**src/hw/rtl/differential_drive_mixer_assert.svh**
```systemverilog
// Assertion macros for the differential drive mixer.
`ifndef DIFFERENTIAL_DRIVE_MIXER_ASSERT_SVH
`define DIFFERENTIAL_DRIVE_MIXER_ASSERT_SVH

// Clocked assertion, held off while reset is asserted.
`define DDM_ASSERT(lbl, prop, msg) \
	lbl: assert property (@(posedge clk) disable iff (!arst_n) prop) \
		else $error(msg);

`endif

```
**src/hw/rtl/ddm_pkg.sv**
```systemverilog
// Shared constants for the differential drive mixer.
`timescale 1ns / 1ps
package ddm_pkg;
	localparam int LIM_W   = 10;
	localparam int OUT_W   = 11;
	localparam int CFG_IDX_W = 2;

	localparam logic [CFG_IDX_W-1:0] REG_ENABLE    = 2'd0;
	localparam logic [CFG_IDX_W-1:0] REG_MAG_LIMIT = 2'd1;
	localparam logic [CFG_IDX_W-1:0] REG_FULL_SCALE = 2'd2;

	localparam logic [LIM_W-1:0] MAG_LIMIT_RST  = 10'd180;
	localparam logic [LIM_W-1:0] FULL_SCALE_RST = 10'd250;
endpackage

```
**src/hw/rtl/ddm_sqrt.sv**
```systemverilog
// Pipelined integer square root, one root bit per stage.
`timescale 1ns / 1ps
module ddm_sqrt #(
	parameter int IN_W  = 22,
	parameter int TAG_W = 1
) (
	input  logic                 clk,
	input  logic                 arst_n,
	input  logic                 en,
	input  logic                 in_valid,
	input  logic [IN_W-1:0]      in_rad,
	input  logic [TAG_W-1:0]     in_tag,
	output logic                 out_valid,
	output logic [IN_W/2-1:0]    out_root,
	output logic [TAG_W-1:0]     out_tag
);
	localparam int RT_W = IN_W / 2;

	logic              vld_sk  [0:RT_W];
	logic [IN_W-1:0]   rem_sk  [0:RT_W];
	logic [RT_W-1:0]   root_sk [0:RT_W];
	logic [TAG_W-1:0]  tag_sk  [0:RT_W];

	assign vld_sk[0]  = in_valid;
	assign rem_sk[0]  = in_rad;
	assign root_sk[0] = '0;
	assign tag_sk[0]  = in_tag;

	for (genvar g = 0; g < RT_W; g++) begin : g_stage
		localparam int BIT = RT_W - 1 - g;
		logic [IN_W+1:0] trial;
		logic            take;

		// (root + 2^k)^2 - root^2 = root*2^(k+1) + 2^(2k)
		assign trial = ((IN_W+2)'(root_sk[g]) << (BIT + 1)) + ((IN_W+2)'(1) << (2 * BIT));
		assign take  = {2'b00, rem_sk[g]} >= trial;

		always_ff @(posedge clk or negedge arst_n) begin
			if (!arst_n) begin
				vld_sk[g+1] <= 1'b0;
			end else if (en) begin
				vld_sk[g+1] <= vld_sk[g];
			end
		end

		always_ff @(posedge clk) begin
			if (en) begin
				tag_sk[g+1] <= tag_sk[g];
				if (take) begin
					rem_sk[g+1]  <= rem_sk[g] - trial[IN_W-1:0];
					root_sk[g+1] <= root_sk[g] | (RT_W'(1) << BIT);
				end else begin
					rem_sk[g+1]  <= rem_sk[g];
					root_sk[g+1] <= root_sk[g];
				end
			end
		end
	end

	assign out_valid = vld_sk[RT_W];
	assign out_root  = root_sk[RT_W];
	assign out_tag   = tag_sk[RT_W];
endmodule

```
**src/hw/rtl/ddm_div.sv**
```systemverilog
// Pipelined restoring divider, one quotient bit per stage.
`timescale 1ns / 1ps
module ddm_div #(
	parameter int NUM_W = 20,
	parameter int DEN_W = 10,
	parameter int Q_W   = 10,
	parameter int TAG_W = 1
) (
	input  logic              clk,
	input  logic              arst_n,
	input  logic              en,
	input  logic              in_valid,
	input  logic [NUM_W-1:0]  in_num,
	input  logic [DEN_W-1:0]  in_den,
	input  logic [TAG_W-1:0]  in_tag,
	output logic              out_valid,
	output logic [Q_W-1:0]    out_quot,
	output logic [TAG_W-1:0]  out_tag
);
	// quotient must fit in Q_W bits
	localparam int SW = (NUM_W > DEN_W + Q_W) ? NUM_W : DEN_W + Q_W;

	logic              vld_sk [0:Q_W];
	logic [NUM_W-1:0]  rem_sk [0:Q_W];
	logic [DEN_W-1:0]  den_sk [0:Q_W];
	logic [Q_W-1:0]    quo_sk [0:Q_W];
	logic [TAG_W-1:0]  tag_sk [0:Q_W];

	assign vld_sk[0] = in_valid;
	assign rem_sk[0] = in_num;
	assign den_sk[0] = in_den;
	assign quo_sk[0] = '0;
	assign tag_sk[0] = in_tag;

	for (genvar g = 0; g < Q_W; g++) begin : g_stage
		localparam int BIT = Q_W - 1 - g;
		logic [SW-1:0] sub;
		logic [SW-1:0] remx;
		logic          take;

		assign sub  = SW'(den_sk[g]) << BIT;
		assign remx = SW'(rem_sk[g]);
		assign take = remx >= sub;

		always_ff @(posedge clk or negedge arst_n) begin
			if (!arst_n) begin
				vld_sk[g+1] <= 1'b0;
			end else if (en) begin
				vld_sk[g+1] <= vld_sk[g];
			end
		end

		always_ff @(posedge clk) begin
			if (en) begin
				tag_sk[g+1] <= tag_sk[g];
				den_sk[g+1] <= den_sk[g];
				if (take) begin
					rem_sk[g+1] <= NUM_W'(remx - sub);
					quo_sk[g+1] <= quo_sk[g] | (Q_W'(1) << BIT);
				end else begin
					rem_sk[g+1] <= rem_sk[g];
					quo_sk[g+1] <= quo_sk[g];
				end
			end
		end
	end

	assign out_valid = vld_sk[Q_W];
	assign out_quot  = quo_sk[Q_W];
	assign out_tag   = tag_sk[Q_W];
endmodule

```
**src/hw/rtl/differential_drive_mixer.sv**
```systemverilog
// Top level of the differential drive mixer: squares, root, two dividers, output.
//  channel | direction | tdata / payload                        | tuser
//  s_*     | in        | forward_cmd, turn_cmd                  | -
//  m_*     | out       | left_drive, right_drive                | -
//  cfg_*   | in        | cfg_index selects register, cfg_data   | -
// One command enters per cycle unless the output stalls; the path runs through the
// root pipeline (one bit per stage) and two 10-stage dividers.
// Reset returns enable to 0 and the limits to 180 and 250; the pipe is emptied.
// A stalled output freezes the whole pipe; nothing is lost or repeated.
// Commands taken while disabled are consumed without a result.
`timescale 1ns / 1ps
`include "differential_drive_mixer_assert.svh"
module differential_drive_mixer
	import ddm_pkg::*;
#(
	parameter int CMD_WIDTH = 11
) (
	input  logic                                  clk,
	input  logic                                  arst_n,
	input  logic                                  s_tvalid,
	output logic                                  s_tready,
	// [CMD_WIDTH-1:0] forward_cmd, next CMD_WIDTH bits turn_cmd, zero pad
	input  logic [((2*CMD_WIDTH+7)/8)*8-1:0]      s_tdata,
	output logic                                  m_tvalid,
	input  logic                                  m_tready,
	// [10:0] left_drive, [21:11] right_drive, [23:22] zero
	output logic [23:0]                           m_tdata,
	input  logic                                  cfg_valid,
	output logic                                  cfg_ready,
	input  logic [CFG_IDX_W-1:0]                  cfg_index,
	input  logic [LIM_W-1:0]                      cfg_data
);
	localparam int W    = CMD_WIDTH;
	localparam int DW   = 2 * W;
	localparam int CW   = (W > LIM_W) ? W : LIM_W;

	typedef struct packed {
		logic          s_neg;
		logic          scale_left;
		logic          den_zero;
		logic [DW:0]   num;
		logic [DW-1:0] den;
	} sq_tag_t;

	typedef struct packed {
		logic             s_neg;
		logic             scale_left;
		logic             den_zero;
		logic             sc_neg;
		logic [LIM_W-1:0] pmag;
	} dv_tag_t;

	// configuration registers
	logic             enable_q;
	logic [LIM_W-1:0] mag_limit_q;
	logic [LIM_W-1:0] full_scale_q;

	assign cfg_ready = 1'b1;

	always_ff @(posedge clk or negedge arst_n) begin
		if (!arst_n) begin
			enable_q     <= 1'b0;
			mag_limit_q  <= MAG_LIMIT_RST;
			full_scale_q <= FULL_SCALE_RST;
		end else if (cfg_valid) begin
			case (cfg_index)
				REG_ENABLE:     enable_q     <= cfg_data[0];
				REG_MAG_LIMIT:  mag_limit_q  <= cfg_data;
				REG_FULL_SCALE: full_scale_q <= cfg_data;
				default: ;
			endcase
		end
	end

	// global advance: pipe moves when the output slot is free or drained
	logic en;
	logic m_valid_q;
	assign en       = !m_valid_q || m_tready;
	assign s_tready = en;

	// stage 1: squares
	logic signed [DW-1:0] fwd_x, trn_x;
	logic                 v_s1;
	logic signed [W-1:0]  fwd_s1, trn_s1;
	logic [DW-1:0]        fsq_s1, tsq_s1;

	assign fwd_x = {{W{s_tdata[W-1]}}, s_tdata[W-1:0]};
	assign trn_x = {{W{s_tdata[DW-1]}}, s_tdata[DW-1:W]};

	always_ff @(posedge clk or negedge arst_n) begin
		if (!arst_n) begin
			v_s1 <= 1'b0;
		end else if (en) begin
			v_s1 <= s_tvalid && enable_q;
		end
	end

	always_ff @(posedge clk) begin
		if (en) begin
			fwd_s1 <= s_tdata[W-1:0];
			trn_s1 <= s_tdata[DW-1:W];
			fsq_s1 <= fwd_x * fwd_x;
			tsq_s1 <= trn_x * trn_x;
		end
	end

	// stage 2: sum, difference and side select
	logic    v_s2;
	sq_tag_t tag_s2;

	always_ff @(posedge clk or negedge arst_n) begin
		if (!arst_n) begin
			v_s2 <= 1'b0;
		end else if (en) begin
			v_s2 <= v_s1;
		end
	end

	always_ff @(posedge clk) begin
		if (en) begin
			tag_s2.s_neg      <= fwd_s1 < 0;
			tag_s2.scale_left <= (fwd_s1 >= 0 && trn_s1 < 0) || (fwd_s1 < 0 && trn_s1 > 0);
			tag_s2.den_zero   <= (fwd_s1 == 0) && (trn_s1 == 0);
			tag_s2.num        <= {1'b0, fsq_s1} - {1'b0, tsq_s1};
			tag_s2.den        <= fsq_s1 + tsq_s1;
		end
	end

	// square root of the vector length squared
	logic            v_rt;
	logic [W-1:0]    root_rt;
	sq_tag_t         tag_rt;

	ddm_sqrt #(.IN_W(DW), .TAG_W($bits(sq_tag_t))) u_sqrt (
		.clk(clk), .arst_n(arst_n), .en(en),
		.in_valid(v_s2), .in_rad(tag_s2.den), .in_tag(tag_s2),
		.out_valid(v_rt), .out_root(root_rt), .out_tag(tag_rt)
	);

	// stage 3: clamp and scale product
	logic [LIM_W-1:0]   lim;
	logic [CW-1:0]      root_x;
	logic [LIM_W-1:0]   mag;
	logic               v_s3;
	logic [2*LIM_W-1:0] prod_s3;
	sq_tag_t            tag_s3;

	assign lim    = (mag_limit_q == '0) ? LIM_W'(1) : mag_limit_q;
	assign root_x = CW'(root_rt);
	assign mag    = (root_x > CW'(lim)) ? lim : root_x[LIM_W-1:0];

	always_ff @(posedge clk or negedge arst_n) begin
		if (!arst_n) begin
			v_s3 <= 1'b0;
		end else if (en) begin
			v_s3 <= v_rt;
		end
	end

	always_ff @(posedge clk) begin
		if (en) begin
			prod_s3 <= (2*LIM_W)'(mag) * (2*LIM_W)'(full_scale_q);
			tag_s3  <= tag_rt;
		end
	end

	// power = mag * full_scale / limit
	logic             v_d1;
	logic [LIM_W-1:0] pmag_d1;
	sq_tag_t          tag_d1;

	ddm_div #(.NUM_W(2*LIM_W), .DEN_W(LIM_W), .Q_W(LIM_W), .TAG_W($bits(sq_tag_t))) u_div_pwr (
		.clk(clk), .arst_n(arst_n), .en(en),
		.in_valid(v_s3), .in_num(prod_s3), .in_den(lim), .in_tag(tag_s3),
		.out_valid(v_d1), .out_quot(pmag_d1), .out_tag(tag_d1)
	);

	// stage 4: power times |s^2 - r^2|
	logic [DW:0]          num_abs;
	logic                 v_s4;
	logic [LIM_W+DW-1:0]  prod_s4;
	logic [DW-1:0]        den_s4;
	dv_tag_t              tag_s4;

	assign num_abs = tag_d1.num[DW] ? -tag_d1.num : tag_d1.num;

	always_ff @(posedge clk or negedge arst_n) begin
		if (!arst_n) begin
			v_s4 <= 1'b0;
		end else if (en) begin
			v_s4 <= v_d1;
		end
	end

	always_ff @(posedge clk) begin
		if (en) begin
			prod_s4           <= (LIM_W+DW)'(pmag_d1) * (LIM_W+DW)'(num_abs[DW-1:0]);
			den_s4            <= tag_d1.den;
			tag_s4.s_neg      <= tag_d1.s_neg;
			tag_s4.scale_left <= tag_d1.scale_left;
			tag_s4.den_zero   <= tag_d1.den_zero;
			tag_s4.sc_neg     <= tag_d1.s_neg ^ tag_d1.num[DW];
			tag_s4.pmag       <= pmag_d1;
		end
	end

	// scaled wheel magnitude, truncated toward zero
	logic             v_d2;
	logic [LIM_W-1:0] quo_d2;
	dv_tag_t          tag_d2;

	ddm_div #(.NUM_W(LIM_W+DW), .DEN_W(DW), .Q_W(LIM_W), .TAG_W($bits(dv_tag_t))) u_div_scl (
		.clk(clk), .arst_n(arst_n), .en(en),
		.in_valid(v_s4), .in_num(prod_s4), .in_den(den_s4), .in_tag(tag_s4),
		.out_valid(v_d2), .out_quot(quo_d2), .out_tag(tag_d2)
	);

	// output stage: signs and wheel select
	logic signed [OUT_W-1:0] pwr, scl, left_nx, right_nx;
	logic signed [OUT_W-1:0] left_q, right_q;
	logic                    zero_q;

	assign pwr = tag_d2.s_neg  ? -OUT_W'(tag_d2.pmag) : OUT_W'(tag_d2.pmag);
	assign scl = tag_d2.sc_neg ? -OUT_W'(quo_d2)      : OUT_W'(quo_d2);

	always_comb begin
		left_nx  = pwr;
		right_nx = pwr;
		if (!tag_d2.den_zero) begin
			if (tag_d2.scale_left) begin
				left_nx = scl;
			end else begin
				right_nx = scl;
			end
		end
	end

	always_ff @(posedge clk or negedge arst_n) begin
		if (!arst_n) begin
			m_valid_q <= 1'b0;
		end else if (en) begin
			m_valid_q <= v_d2;
		end
	end

	always_ff @(posedge clk) begin
		if (en) begin
			left_q  <= left_nx;
			right_q <= right_nx;
			zero_q  <= tag_d2.den_zero;
		end
	end

	assign m_tvalid = m_valid_q;
	assign m_tdata  = {2'b00, right_q, left_q};

	// magnitudes for checking
	logic [OUT_W-1:0] left_mag, right_mag;
	assign left_mag  = left_q[OUT_W-1]  ? -left_q  : left_q;
	assign right_mag = right_q[OUT_W-1] ? -right_q : right_q;

	`DDM_ASSERT(a_zero_cmd_equal, m_valid_q && zero_q |-> left_q == right_q, "zero command gave unequal wheels")
	`DDM_ASSERT(a_left_in_range, m_valid_q |-> left_mag <= OUT_W'(full_scale_q), "left drive beyond full scale")
	`DDM_ASSERT(a_right_in_range, m_valid_q |-> right_mag <= OUT_W'(full_scale_q), "right drive beyond full scale")
	`DDM_ASSERT(a_enter_pipe, s_tvalid && s_tready && enable_q |=> v_s1, "accepted command did not enter pipe")
endmodule
```
**config.mk**
```make
export PLATFORM = sky130hd
export DESIGN_NAME = differential_drive_mixer
export DESIGN_NICKNAME = d
export VERILOG_FILES = /design/src/hw/rtl/ddm_pkg.sv /design/src/hw/rtl/ddm_sqrt.sv /design/src/hw/rtl/ddm_div.sv /design/src/hw/rtl/differential_drive_mixer.sv
export VERILOG_INCLUDE_DIRS = /design/src /design/src/hw/rtl
export SDC_FILE = /design/constraint.sdc
export NUM_CORES = 2
export LEC_CHECK = 0
export ABC_AREA = 1
export BUFFER_PORTS_ARGS = -buffer_cell sky130_fd_sc_hd__clkbuf_2
export CAP_MARGIN = 20
export CORE_MARGIN = 3
export CORE_UTILIZATION = 40
export DETAILED_ROUTE_END_ITERATION = 10
export GPL_TIMING_DRIVEN = 1
export HOLD_SLACK_MARGIN = 0.12
export PLACE_DENSITY = 0.64
export SLEW_MARGIN = 20
export SYNTH_ARGS = -nofsm -noshare
export SYNTH_HDL_FRONTEND = slang
export SYNTH_HIERARCHICAL = 1
export SYNTH_SLANG_ARGS = --single-unit
```
**constraint.sdc**
```tcl
create_clock -name clk -period 103.9 [get_ports clk]
set_input_delay 10.39 -clock clk [delete_from_list [all_inputs] [get_ports clk]]
set_output_delay 10.39 -clock clk [all_outputs]
set_load 0.02 [all_outputs]
```
==> flow_summary.yaml <==
floorplan:
  die_h_microns: 598.5
  dieArea_sq_um: 358200
  fp-row-count: 216
  io_pins: 68
  die_width_microns: 598.5
  core_sq_um: 347800
  initial_utilization: 0.4037
sta:
  finalCriticalPeriod_ps: 21710
  finalSetupViolations: 0
  fin_worst_skew_ps: 71.10
  fmax_mhz: 46.07
  max_slew_margin: 0.2780
  hold_viol: 0
  final.setup.tns_ps: 0
  drv_slew: 0
  rsz0062_at_grt: "no"
  period_share: 0.2089
  max_slew.worst_pin.slew_ps: 1083
  hold_ws_ps: 387.8
clock_tree:
  worstSkewPairLatency_ps: 890
  post_cts_buffers: 0
  path_clk_slew_ps: 60
  clockRootBuffer: "clkbuf_16"
  clock-sinks: 2624
  cts_hold_repair.buffers: 0
  cts_resized: 0
  cts_tree: "built"
  clock_path_buffers: 4
  numCtsBuffers: 280
  cts_max_level: 5
synth:
  syn_inst: 13711
  synth_edf_count: 2567
  synthArstFlopShare: 0.02172
  synth_ff_type: "edfxtp_1"
  synth_area_sq_um: 140400
  synthTopCellsByArea: "edfxtp_1 (55%), nand2_1 (10%), fa_1 (6.4%), inv_1 (6.4%), ha_1 (5.9%)"
  yosysWarnings: 6
  ys_types: 67
  avgSynthCellArea_sq_um: 10.24
  synth_top_cell_by_area: "edfxtp_1"
  ys_seq_area_frac: 0.5592
  synth_top_area_frac: 0.5489
  synth_seq_cells: 2624
detailed_routing:
  wl_per_cell_microns: 15.25
  vias_per_cell: 4.749
  drt_iter0_markers: 6228
  ant_nets: 0
  vias: 88277
  drcViolationCount: 0
  wl_microns: 283500
  drt-pass1-iter-count: 6
finish:
  fin_util: 0.4414
  register_area_sq_um: 78520
  nets: 14949
  multi_input_area_sq_um: 50710
  drive_gt1_frac: 0.05733
  area_growth_pct: 9.328
  n_fill_cell: 32660
worst_setup_path:
  worstPathArrival_ps: 11320
  cp_max_fo: 59
  critPathKind: "in -> out"
  cp-end-kind: "output port"
  crit_required_ps: 93510
  reg2reg_setup_slack_ps: 97000
  startpoint_type: "primary input"
placement:
  gp_congestion: 0.8842
  place.port_buffers: 62
  dp_hpwl_microns: 214300
global_route:
  grt_antenna_before_repair: 2
  grt_pass1_wl_microns: 453900
  grt-ovfl-total: 0
  grt_max_degree: 187
  grt_pass1_vias: 85645
  grt_util_all_layers: 0.1570
run_status:
  status: "finished, final reports clean"
job:
  cap_viol_max_count: 0
hold_path:
  hold_path_class: "reg -> reg"
[worst paths after layout]
path                                                      start  cells after the start                             end
worst max-delay path                                   m_tready                      4                        s_tready
worst min-delay path            u_div_pwr/tag_sk[139]$_DFFE_PP_                      0  u_div_pwr/tag_sk[91]$_DFFE_PP_
worst max register to register       mag_limit_q[7]$_DFFE_PN1P_                     30           prod_s3[18]$_DFFE_PP_
worst min register to register  u_div_pwr/tag_sk[139]$_DFFE_PP_                      0  u_div_pwr/tag_sk[91]$_DFFE_PP_
max in group asynchronous                                arst_n                      2      mag_limit_q[0]$_DFFE_PN0P_
min in group asynchronous                                arst_n                      2                v_s1$_DFFE_PN0P_
[critical path, cell delays in order]
cell      delay, ps
clkbuf_2         80
inv_1            60
nand2_4         460
clkbuf_2        300
[cell usage after synthesis (10+ instances only)]
cell type  instances
nand2_1         3770
edfxtp_1        2567
inv_1           2398
nor2_1           956
nand3_1          666
ha_1             658
fa_1             450
a21oi_1          442
o21ai_0          252
xor2_1           247
nand4_1          172
buf_4            159
nor3_1           110
nand3b_1          85
xnor2_1           76
clkbuf_1          67
nand2_2           55
o21ai_1           54
a21oi_2           48
dfrtp_1           47
o21bai_1          40
buf_6             31
inv_2             29
nand2_4           26
nand3_2           26
nor2_2            26
or2_2             25
buf_2             19
nor4_1            19
and2_1            18
a21o_1            16
o21ai_2           15
nor2_4            13
nand3_4           12
a21boi_0          10
dfstp_2           10
[logic make-up after synthesis]
kind of cell,Yosys count,synth area share
AOI/OAI and AO/OA,905,0.03568
xor gates and xnor gates,325,0.02046
adders and majority gates,1108,0.1228
buffers and inverters,2728,0.07982
DFF,2624,0.5592
muxes,4,0.0003207
other,2,0.00005348
and+or+nand+nor,6015,0.1817
[metrics by stage]
step	worst slack, ps	cell area [sq um]	std cells
5_1_grt	82070	153500	18587
4_1_cts	82130	153500	18583
6_report	82190	153500	18588
3_3_place_gp	82140	144700	18094
3_5_place_dp	82140	144800	18094
2_1_floorplan	28760	140400	13712
[layout by cell type (no fill, tap or decap), types with 85 or more instances in the layout]
cell | Yosys | layout
nor3_1 | 110 | 110
nand3b_1 | 85 | 85
nor2_1 | 956 | 956
a21oi_1 | 442 | 442
clkbuf_16 | 0 | 285
inv_1 | 2398 | 2398
xor2_1 | 247 | 247
ha_1 | 658 | 658
edfxtp_1 | 2567 | 2567
fa_1 | 450 | 450
nand2_1 | 3770 | 3769
o21ai_0 | 252 | 252
nand4_1 | 172 | 172
nand3_1 | 666 | 666
[area by class of cell]
cell class,instances,share of cell area
flip-flops and latches,2624,0.5115
multi-input cells,8360,0.3303
inverters,2438,0.05966
clock buffers,336,0.04783
well taps,4578,0.03731
clock inverters,153,0.009071
repair buffers,96,0.004303
diodes,3,0.00004890
[flip-flops by register name (all words and copies together), names as in the netlist, 55 cells and up]
name,flops
u_sqrt/rem_sk,220
u_sqrt/root_sk,55
u_div_scl/tag_sk,126
u_div_scl/den_sk,198
u_sqrt/tag_sk,480
u_div_pwr/tag_sk,432
u_div_pwr/g_stage.remx,180
u_div_scl/g_stage.remx,288
u_div_pwr/den_sk,90
[routing by layer]
| metal | wire, microns | part of all wire | global-route usage |
|---|---|---|---|
| met3 | 11360 | 0.040 | 0.01773 |
| met1 | 124600 | 0.44 | 0.2045 |
| met4 | 8045 | 0.028 | 0.04671 |
| met2 | 139400 | 0.49 | 0.2747 |
| met5 | 0 | 0 | 0 |
Power is not shown: default switching activity piles up to over one toggle a cycle in this logic, so the estimate is an artifact.
